<file path="src/rtl/rlcseg_pkg.sv">
// ---------------------------------------------------------------------------
// rlcseg_pkg
// Shared types and constants for the RLC SDU segmenter.
// ---------------------------------------------------------------------------
package rlcseg_pkg;

	// segment size after reset
	localparam logic [15:0] SEG_MAX_RESET = 16'd128;

	// segmentation info codes, header byte bits 7:6
	localparam logic [1:0] SI_FIRST  = 2'b01;
	localparam logic [1:0] SI_MIDDLE = 2'b11;
	localparam logic [1:0] SI_LAST   = 2'b10;

	// slot of a result within one input word's output run
	localparam logic [1:0] SLOT_SI     = 2'd0;
	localparam logic [1:0] SLOT_SO_HI  = 2'd1;
	localparam logic [1:0] SLOT_SO_LO  = 2'd2;
	localparam logic [1:0] SLOT_DATA   = 2'd3;

	// header in front of the data byte
	typedef enum logic [1:0] {
		HDR_NONE  = 2'd0,
		HDR_ONE   = 2'd1,
		HDR_THREE = 2'd2
	} hdr_kind_t;

	// everything the emitter needs for one input word
	typedef struct packed {
		hdr_kind_t   kind;
		logic [1:0]  si;
		logic [15:0] offset;
		logic [7:0]  data;
		logic        pdu_end;
	} bundle_t;

endpackage

</file>
<file path="src/rtl/rlcseg_ctx.sv">
// ---------------------------------------------------------------------------
// rlcseg_ctx
// Segmentation context: SDU offset, position in the segment, latched length
// and the segment size register. Works out the header for each byte.
// ---------------------------------------------------------------------------
module rlcseg_ctx (
	input  logic                  clk,
	input  logic                  arst_n,
	input  logic                  cfg_we,
	input  logic [15:0]           cfg_wdata,
	input  logic                  take,
	input  logic [7:0]            data_byte,
	input  logic [15:0]           frame_len,
	output rlcseg_pkg::bundle_t   bundle
);

	logic [15:0] seg_cfg_q;
	logic [15:0] sdu_offset_q;
	logic [15:0] seg_pos_q;
	logic [15:0] len_q;

	logic        first;
	logic [15:0] len_eff;
	logic [15:0] pos_eff;
	logic [15:0] seg_max;
	logic [15:0] remaining;
	logic [15:0] pos_inc;
	logic [15:0] off_inc;
	logic        sdu_done;
	logic        seg_done;

	// current byte's view of the context
	always_comb begin
		first     = (sdu_offset_q == 16'd0);
		len_eff   = first ? ((frame_len == 16'd0) ? 16'd1 : frame_len) : len_q;
		pos_eff   = first ? 16'd0 : seg_pos_q;
		seg_max   = (seg_cfg_q == 16'd0) ? 16'd1 : seg_cfg_q;
		remaining = len_eff - sdu_offset_q;
		pos_inc   = pos_eff + 16'd1;
		off_inc   = sdu_offset_q + 16'd1;
		sdu_done  = (off_inc >= len_eff) || (off_inc == 16'd0);
		seg_done  = (pos_inc >= seg_max);
	end

	// header choice and data for the emitter
	always_comb begin
		if (pos_eff != 16'd0) begin
			bundle.kind = rlcseg_pkg::HDR_NONE;
		end else if (len_eff <= seg_max) begin
			bundle.kind = rlcseg_pkg::HDR_ONE;
		end else begin
			bundle.kind = rlcseg_pkg::HDR_THREE;
		end
		if (first) begin
			bundle.si = rlcseg_pkg::SI_FIRST;
		end else if (remaining <= seg_max) begin
			bundle.si = rlcseg_pkg::SI_LAST;
		end else begin
			bundle.si = rlcseg_pkg::SI_MIDDLE;
		end
		bundle.offset  = sdu_offset_q;
		bundle.data    = data_byte;
		bundle.pdu_end = sdu_done || seg_done;
	end

	// segment size register
	always_ff @(posedge clk or negedge arst_n) begin
		if (!arst_n) begin
			seg_cfg_q <= rlcseg_pkg::SEG_MAX_RESET;
		end else if (cfg_we) begin
			seg_cfg_q <= cfg_wdata;
		end
	end

	// context update per accepted word
	always_ff @(posedge clk or negedge arst_n) begin
		if (!arst_n) begin
			sdu_offset_q <= 16'd0;
			seg_pos_q    <= 16'd0;
			len_q        <= 16'd0;
		end else if (take) begin
			len_q        <= len_eff;
			sdu_offset_q <= sdu_done ? 16'd0 : off_inc;
			seg_pos_q    <= (sdu_done || seg_done) ? 16'd0 : pos_inc;
		end
	end

`ifndef SYNTHESIS
	// offset within the SDU never trails the position within the segment
	a_pos_le_off: assert property (@(posedge clk) disable iff (!arst_n)
		seg_pos_q <= sdu_offset_q)
		else $error("segment position beyond SDU offset");

	// a running SDU always has bytes left
	a_off_lt_len: assert property (@(posedge clk) disable iff (!arst_n)
		(sdu_offset_q != 16'd0) |-> (sdu_offset_q < len_q))
		else $error("SDU offset past latched length");
`endif

endmodule

</file>
<file path="src/rtl/rlcseg_emit.sv">
// ---------------------------------------------------------------------------
// rlcseg_emit
// Result register: holds one word's header and data and sends them out one
// byte per cycle while out_ready is high. Takes the next word as the data byte leaves.
// ---------------------------------------------------------------------------
module rlcseg_emit (
	input  logic                 clk,
	input  logic                 arst_n,
	input  logic                 in_valid,
	output logic                 in_ready,
	input  rlcseg_pkg::bundle_t  bundle,
	output logic                 out_valid,
	input  logic                 out_ready,
	output logic [7:0]           out_byte,
	output logic                 is_header,
	output logic                 pdu_end,
	output logic                 run_last
);

	logic                valid_s1;
	logic [1:0]          slot_s1;
	rlcseg_pkg::bundle_t bundle_s1;

	logic out_fire;
	logic at_data;
	logic load;

	assign at_data  = (slot_s1 == rlcseg_pkg::SLOT_DATA);
	assign out_fire = valid_s1 && out_ready;
	assign in_ready = !valid_s1 || (out_fire && at_data);
	assign load     = in_valid && in_ready;

	// control: valid and slot within the run
	always_ff @(posedge clk or negedge arst_n) begin
		if (!arst_n) begin
			valid_s1 <= 1'b0;
			slot_s1  <= rlcseg_pkg::SLOT_DATA;
		end else if (load) begin
			valid_s1 <= 1'b1;
			case (bundle.kind)
				rlcseg_pkg::HDR_ONE:   slot_s1 <= rlcseg_pkg::SLOT_SO_LO;
				rlcseg_pkg::HDR_THREE: slot_s1 <= rlcseg_pkg::SLOT_SI;
				default:               slot_s1 <= rlcseg_pkg::SLOT_DATA;
			endcase
		end else if (out_fire) begin
			if (at_data) begin
				valid_s1 <= 1'b0;
			end else begin
				slot_s1 <= slot_s1 + 2'd1;
			end
		end
	end

	// payload
	always_ff @(posedge clk) begin
		if (load) begin
			bundle_s1 <= bundle;
		end
	end

	// output byte select
	always_comb begin
		case (slot_s1)
			rlcseg_pkg::SLOT_SI:    out_byte = {bundle_s1.si, 6'd0};
			rlcseg_pkg::SLOT_SO_HI: out_byte = bundle_s1.offset[15:8];
			rlcseg_pkg::SLOT_SO_LO: out_byte = (bundle_s1.kind == rlcseg_pkg::HDR_THREE) ?
			                                   bundle_s1.offset[7:0] : 8'h00;
			default:                out_byte = bundle_s1.data;
		endcase
	end

	assign out_valid = valid_s1;
	assign is_header = !at_data;
	assign pdu_end   = at_data && bundle_s1.pdu_end;
	assign run_last  = at_data;

`ifndef SYNTHESIS
	// a new word is only loaded once the held run is on its data byte
	a_load_at_data: assert property (@(posedge clk) disable iff (!arst_n)
		(load && valid_s1) |-> at_data)
		else $error("word loaded in the middle of a header");

	// a sent header byte is followed by the next slot of the same run
	a_slot_step: assert property (@(posedge clk) disable iff (!arst_n)
		(out_fire && !at_data) |=> (valid_s1 && slot_s1 == $past(slot_s1) + 2'd1))
		else $error("header slot did not advance");
`endif

endmodule

</file>
<file path="src/rtl/rlc_sdu_segmenter.sv">
// ---------------------------------------------------------------------------
// rlc_sdu_segmenter
// Cuts a byte stream of SDUs into RLC PDUs, inserting a one-byte or
// three-byte segment header ahead of each segment's first data byte.
//
//  channel   dir  tdata                              tuser / tlast
//  s_axis    in   [7:0] data_byte, [23:8] frame_len  -
//  m_axis    out  [7:0] out_byte                     tuser[0] is_header,
//                                                    tuser[1] run_last,
//                                                    tlast pdu_end
//  cfg       in   cfg_wdata = max_segment_bytes      write on cfg_we
//
// A data byte with no header is sent alone, one word a cycle while m_tready
// is high. A segment's first byte follows a one-byte header (whole SDU) or
// a three-byte header (segmented), sent one byte at a time from the single
// result register. A taken word reaches the output in the next cycle.
// Output stalls hold that register and back-pressure the input at the data
// byte. Reset clears the SDU context and loads a segment size of 128.
// ---------------------------------------------------------------------------
module rlc_sdu_segmenter (
	input  logic        clk,
	input  logic        arst_n,
	input  logic        cfg_we,
	input  logic [15:0] cfg_wdata,
	input  logic        s_tvalid,
	output logic        s_tready,
	input  logic [23:0] s_tdata,   // [7:0] data_byte, [23:8] frame_len
	output logic        m_tvalid,
	input  logic        m_tready,
	output logic [7:0]  m_tdata,   // [7:0] out_byte
	output logic [1:0]  m_tuser,   // [0] is_header, [1] run_last
	output logic        m_tlast    // pdu_end
);

	rlcseg_pkg::bundle_t bundle;
	logic                take;
	logic                is_header;
	logic                run_last;

	assign take = s_tvalid && s_tready;

	// segmentation context and header choice
	rlcseg_ctx u_ctx (
		.clk        (clk),
		.arst_n     (arst_n),
		.cfg_we     (cfg_we),
		.cfg_wdata  (cfg_wdata),
		.take       (take),
		.data_byte  (s_tdata[7:0]),
		.frame_len  (s_tdata[23:8]),
		.bundle     (bundle)
	);

	// result register and byte sequencer
	rlcseg_emit u_emit (
		.clk       (clk),
		.arst_n    (arst_n),
		.in_valid  (s_tvalid),
		.in_ready  (s_tready),
		.bundle    (bundle),
		.out_valid (m_tvalid),
		.out_ready (m_tready),
		.out_byte  (m_tdata),
		.is_header (is_header),
		.pdu_end   (m_tlast),
		.run_last  (run_last)
	);

	assign m_tuser = {run_last, is_header};

endmodule

</file>
<file path="config.mk">
export PLATFORM = sky130hd
export DESIGN_NAME = rlc_sdu_segmenter
export DESIGN_NICKNAME = d
export VERILOG_FILES = /design/src/rtl/rlcseg_pkg.sv /design/src/rtl/rlcseg_ctx.sv /design/src/rtl/rlcseg_emit.sv /design/src/rtl/rlc_sdu_segmenter.sv
export SDC_FILE = /design/constraint.sdc
export NUM_CORES = 1
export LEC_CHECK = 0
export BUFFER_PORTS_ARGS = -buffer_cell sky130_fd_sc_hd__buf_2
export CAP_MARGIN = 30
export CORE_MARGIN = 4
export CORE_UTILIZATION = 25
export DETAILED_ROUTE_END_ITERATION = 10
export PLACE_DENSITY = 0.36
export SYNTH_ARGS = -nofsm -noshare
export SYNTH_HDL_FRONTEND = slang
export SYNTH_SLANG_ARGS = --single-unit
</file>
<file path="constraint.sdc">
create_clock -name clk -period 6.3 [get_ports clk]
set_input_delay 0.315 -clock clk [delete_from_list [all_inputs] [get_ports clk]]
set_output_delay 0.315 -clock clk [all_outputs]
set_load 0.02 [all_outputs]
</file>
==> run_results.csv <==
group,metric,value,unit
clocking,clk_pin_slew_worst_paths,0.08,ns
worst_setup_path,arrival,5.66,ns
floorplanning,num_io_pins,58,
routing,vias,5877,
grt,grt-ovfl-total,0,
clocking,ctsResizeCount,0,
routing,firstDrtPassIters,4,
synth,yosysWarningCount,0,
synth,synth_top_area_share,22.9,%
final_layout,fin_area,8010,um^2
grt,grt_pass1_vias,6026,
worst_setup_path,rrSetupSlack,0.74,ns
clocking,cts_tree,"built",
floorplanning,fp-row-count,60,
sta,finalHoldViolations,4,
placement,place_congestion,0.843,
floorplanning,core,27300,um^2
clocking,clk_latency,0.36,ns
routing,drt-initial-drc-count,400,
synth,ys_ff_latch,96,
synth,ys_seq_area_share,36.5,%
sta,hold_ws,-0.0200,ns
final_layout,final_nets,952,
final_layout,drive_above_1_share,13.0,%
sta,fmax,180,MHz
synth,synth_edf_count,29,
worst_setup_path,critPathKind,"flop to flop",
sta,setup_violations,0,
floorplanning,initial_core_util,25.7,%
sta,slew_headroom,49.3,%
synth,syn_inst,764,
synth,synth-main-ff-cell,"dfrtp_1",
sta,min_period,5.56,ns
sta,finClkSkew,0.0157,ns
final_layout,most-common-layout-cells,"105 x nand2_1, 87 x ha_1, 70 x inv_1, 64 x dfrtp_1, 63 x o21ai_0",
flow_run,maxCapViolations,0,
sta,tightest_slew,0.760,ns
clocking,cts_buffers,9,
worst_setup_path,crit_required,6.40,ns
clocking,cts_num_sinks,96,
sta,finalCritPeriodShare,88.3,%
sta,drv_slew,0,
synth,ys_types,71,
synth,synth_top_area_cell,"dfrtp_1",
floorplanning,dieHeight,175,um
routing,ant_nets,0,
final_layout,syn_to_final_growth,14.5,%
worst_setup_path,r2r_end,"u_emit.bundle_s1[25]$_SDFFCE_PN1P_",
clocking,cts_hold_buf,0,
routing,viasPerCell,4.91,
final_layout,utilization,29.4,%
status,status,"finished, violations left",
final_layout,mostFrequentLayoutCell,"nand2_1",
floorplanning,dieWidth,175,um
clocking,htreeDepth,3,
routing,drt_wl_total,22.5,mm
worst_setup_path,cp-end-kind,"flop",
clocking,cts_setup_buffers,0,
worst_setup_path,critPathMaxFanout,17,
synth,async_reset_ff_share,69.8,%
grt,antenna_found_initial,2,
synth,syn_nets,897,
synth,netlist_area,6990,um^2
sta,finalSetupTns,0,ns
sta,rsz0062_at_grt,"false",
clocking,cts_root_buffer,"clkbuf_16",
routing,drc_errors,0,
worst_setup_path,r2r_cells,22,
synth,post_synth.cell_area_avg,9.15,um^2
worst_setup_path,reg2reg_from,"u_ctx.sdu_offset_q[1]$_DFFE_PN0P_",
grt,grt_start_max_net_pins,68,
placement,place_area,7690,um^2
synth,yosys-top-cells-area,"dfrtp_1 23%, ha_1 16%, edfxtp_1 12%",
clocking,clk_path_buf_depth,2,
final_layout,n_antenna_cell,0,
grt,grtUsageTotal,14.8,%
floorplanning,die-area,30700,um^2
worst_hold_path,hold_path_class,"input pin to asynchronous set/reset pin",
placement,post-dp-hpwl,17.5,mm
placement,io_buffers,57,
worst_setup_path,start_kind,"flop",
routing,wl_per_cell,18.8,um
grt,grt_pass1_wl,35.4,mm
status,violations,"negative hold slack",
==> cells in the mapped netlist, types with 15 or more instances <==
| cell type | instances |
|---|---|
| nor2_1 | 30 |
| a21oi_1 | 29 |
| o21ai_0 | 63 |
| nor4_1 | 21 |
| nand2_1 | 105 |
| ha_1 | 87 |
| xnor2_1 | 27 |
| nand3_1 | 18 |
| dfrtp_1 | 64 |
| edfxtp_1 | 29 |
| nor3_1 | 16 |
| o22ai_1 | 15 |
| inv_1 | 71 |
==> metal layers <==
metal	GRT usage [%]	vias to the layer above	wire, um
met2	22.1	111	9560
li1	-	2892	-
met4	3.93	2	388
met5	0	-	17
met3	2.41	20	793
met1	22.1	2852	11700
==> cell families after synthesis <==
group                    after synthesis  share of synthesized area (%)
AO/OA/AOI/OAI                        188                           17.4
AND/OR/NAND/NOR                      243                           17.6
flip-flops                            96                           36.5
XOR/XNOR                              33                           4.13
adder cells (fa/ha/maj)               88                           15.8
multiplexers                          16                           2.49
buffers and inverters                100                           6.10
==> how the worst max path moves through the flow <==
stage | endpoint | slack (ns) | from | cells after the start
final | u_emit.bundle_s1[25]$_SDFFCE_PN1P_ | 0.74 | u_ctx.sdu_offset_q[1]$_DFFE_PN0P_ | 22
after global routing | u_emit.bundle_s1[25]$_SDFFCE_PN1P_ | 0.34 | u_ctx.sdu_offset_q[0]$_DFFE_PN0P_ | 22
after CTS | u_emit.bundle_s1[25]$_SDFFCE_PN1P_ | 0.75 | u_ctx.sdu_offset_q[0]$_DFFE_PN0P_ | 22
after detailed placement | u_emit.bundle_s1[25]$_SDFFCE_PN1P_ | 0.80 | u_ctx.sdu_offset_q[0]$_DFFE_PN0P_ | 22
after global placement | u_emit.bundle_s1[25]$_SDFFCE_PN1P_ | 0.84 | u_ctx.sdu_offset_q[0]$_DFFE_PN0P_ | 22
after floorplan | u_emit.bundle_s1[25]$_SDFFCE_PN1P_ | 1.39 | u_ctx.sdu_offset_q[0]$_DFFE_PN0P_ | 23
==> sequential cells by signal, indices dropped and copies added, names as in the netlist <==
name,cells
u_ctx.len_q,16
u_ctx.sdu_offset_q,16
u_ctx.seg_cfg_q,16
u_ctx.seg_pos_q,16
u_emit.bundle_s1,29
u_emit.out_valid,1
u_emit.slot_s1,2
==> worst max-delay path: stages, from the launching register on <==
cell,delay (ns)
dfrtp_1,0.45
inv_1,0.19
ha_1,0.18
nor4b_1,0.24
and4_1,0.52
buf_4,0.34
mux2i_1,0.21
buf_4,0.14
inv_1,0.06
ha_1,0.32
o21a_1,0.14
o31ai_1,0.10
a21oi_1,0.14
o21a_1,0.22
o21a_1,0.18
o311ai_0,0.53
ha_1,0.35
a21o_1,0.18
a21oi_1,0.13
nor2b_1,0.05
o21ai_0,0.14
a21oi_1,0.09
o32a_1,0.35
==> metrics by stage <==
step	setup WS [ns]	hold WS, ns	std cells
floorplan	1.39	0.0194	764
global placement	0.843	0.465	1179
detailed placement	0.799	0.473	1179
CTS	0.747	0.109	1195
global route	0.338	0.0264	1196
finish	0.738	-0.0200	1196
==> cell type report <==
class	instances	area, um^2
repair buffers	72	410
fillers	2881	19200
well taps	372	465
clock buffers	9	225
clock inverters	7	72.6
inverters	72	270
multi-input cells	568	4020
flip-flops and latches	96	2550
Power is left out: the tool's default activity adds up to more than one toggle a clock period on the data nets, which glitch-free logic cannot reach.
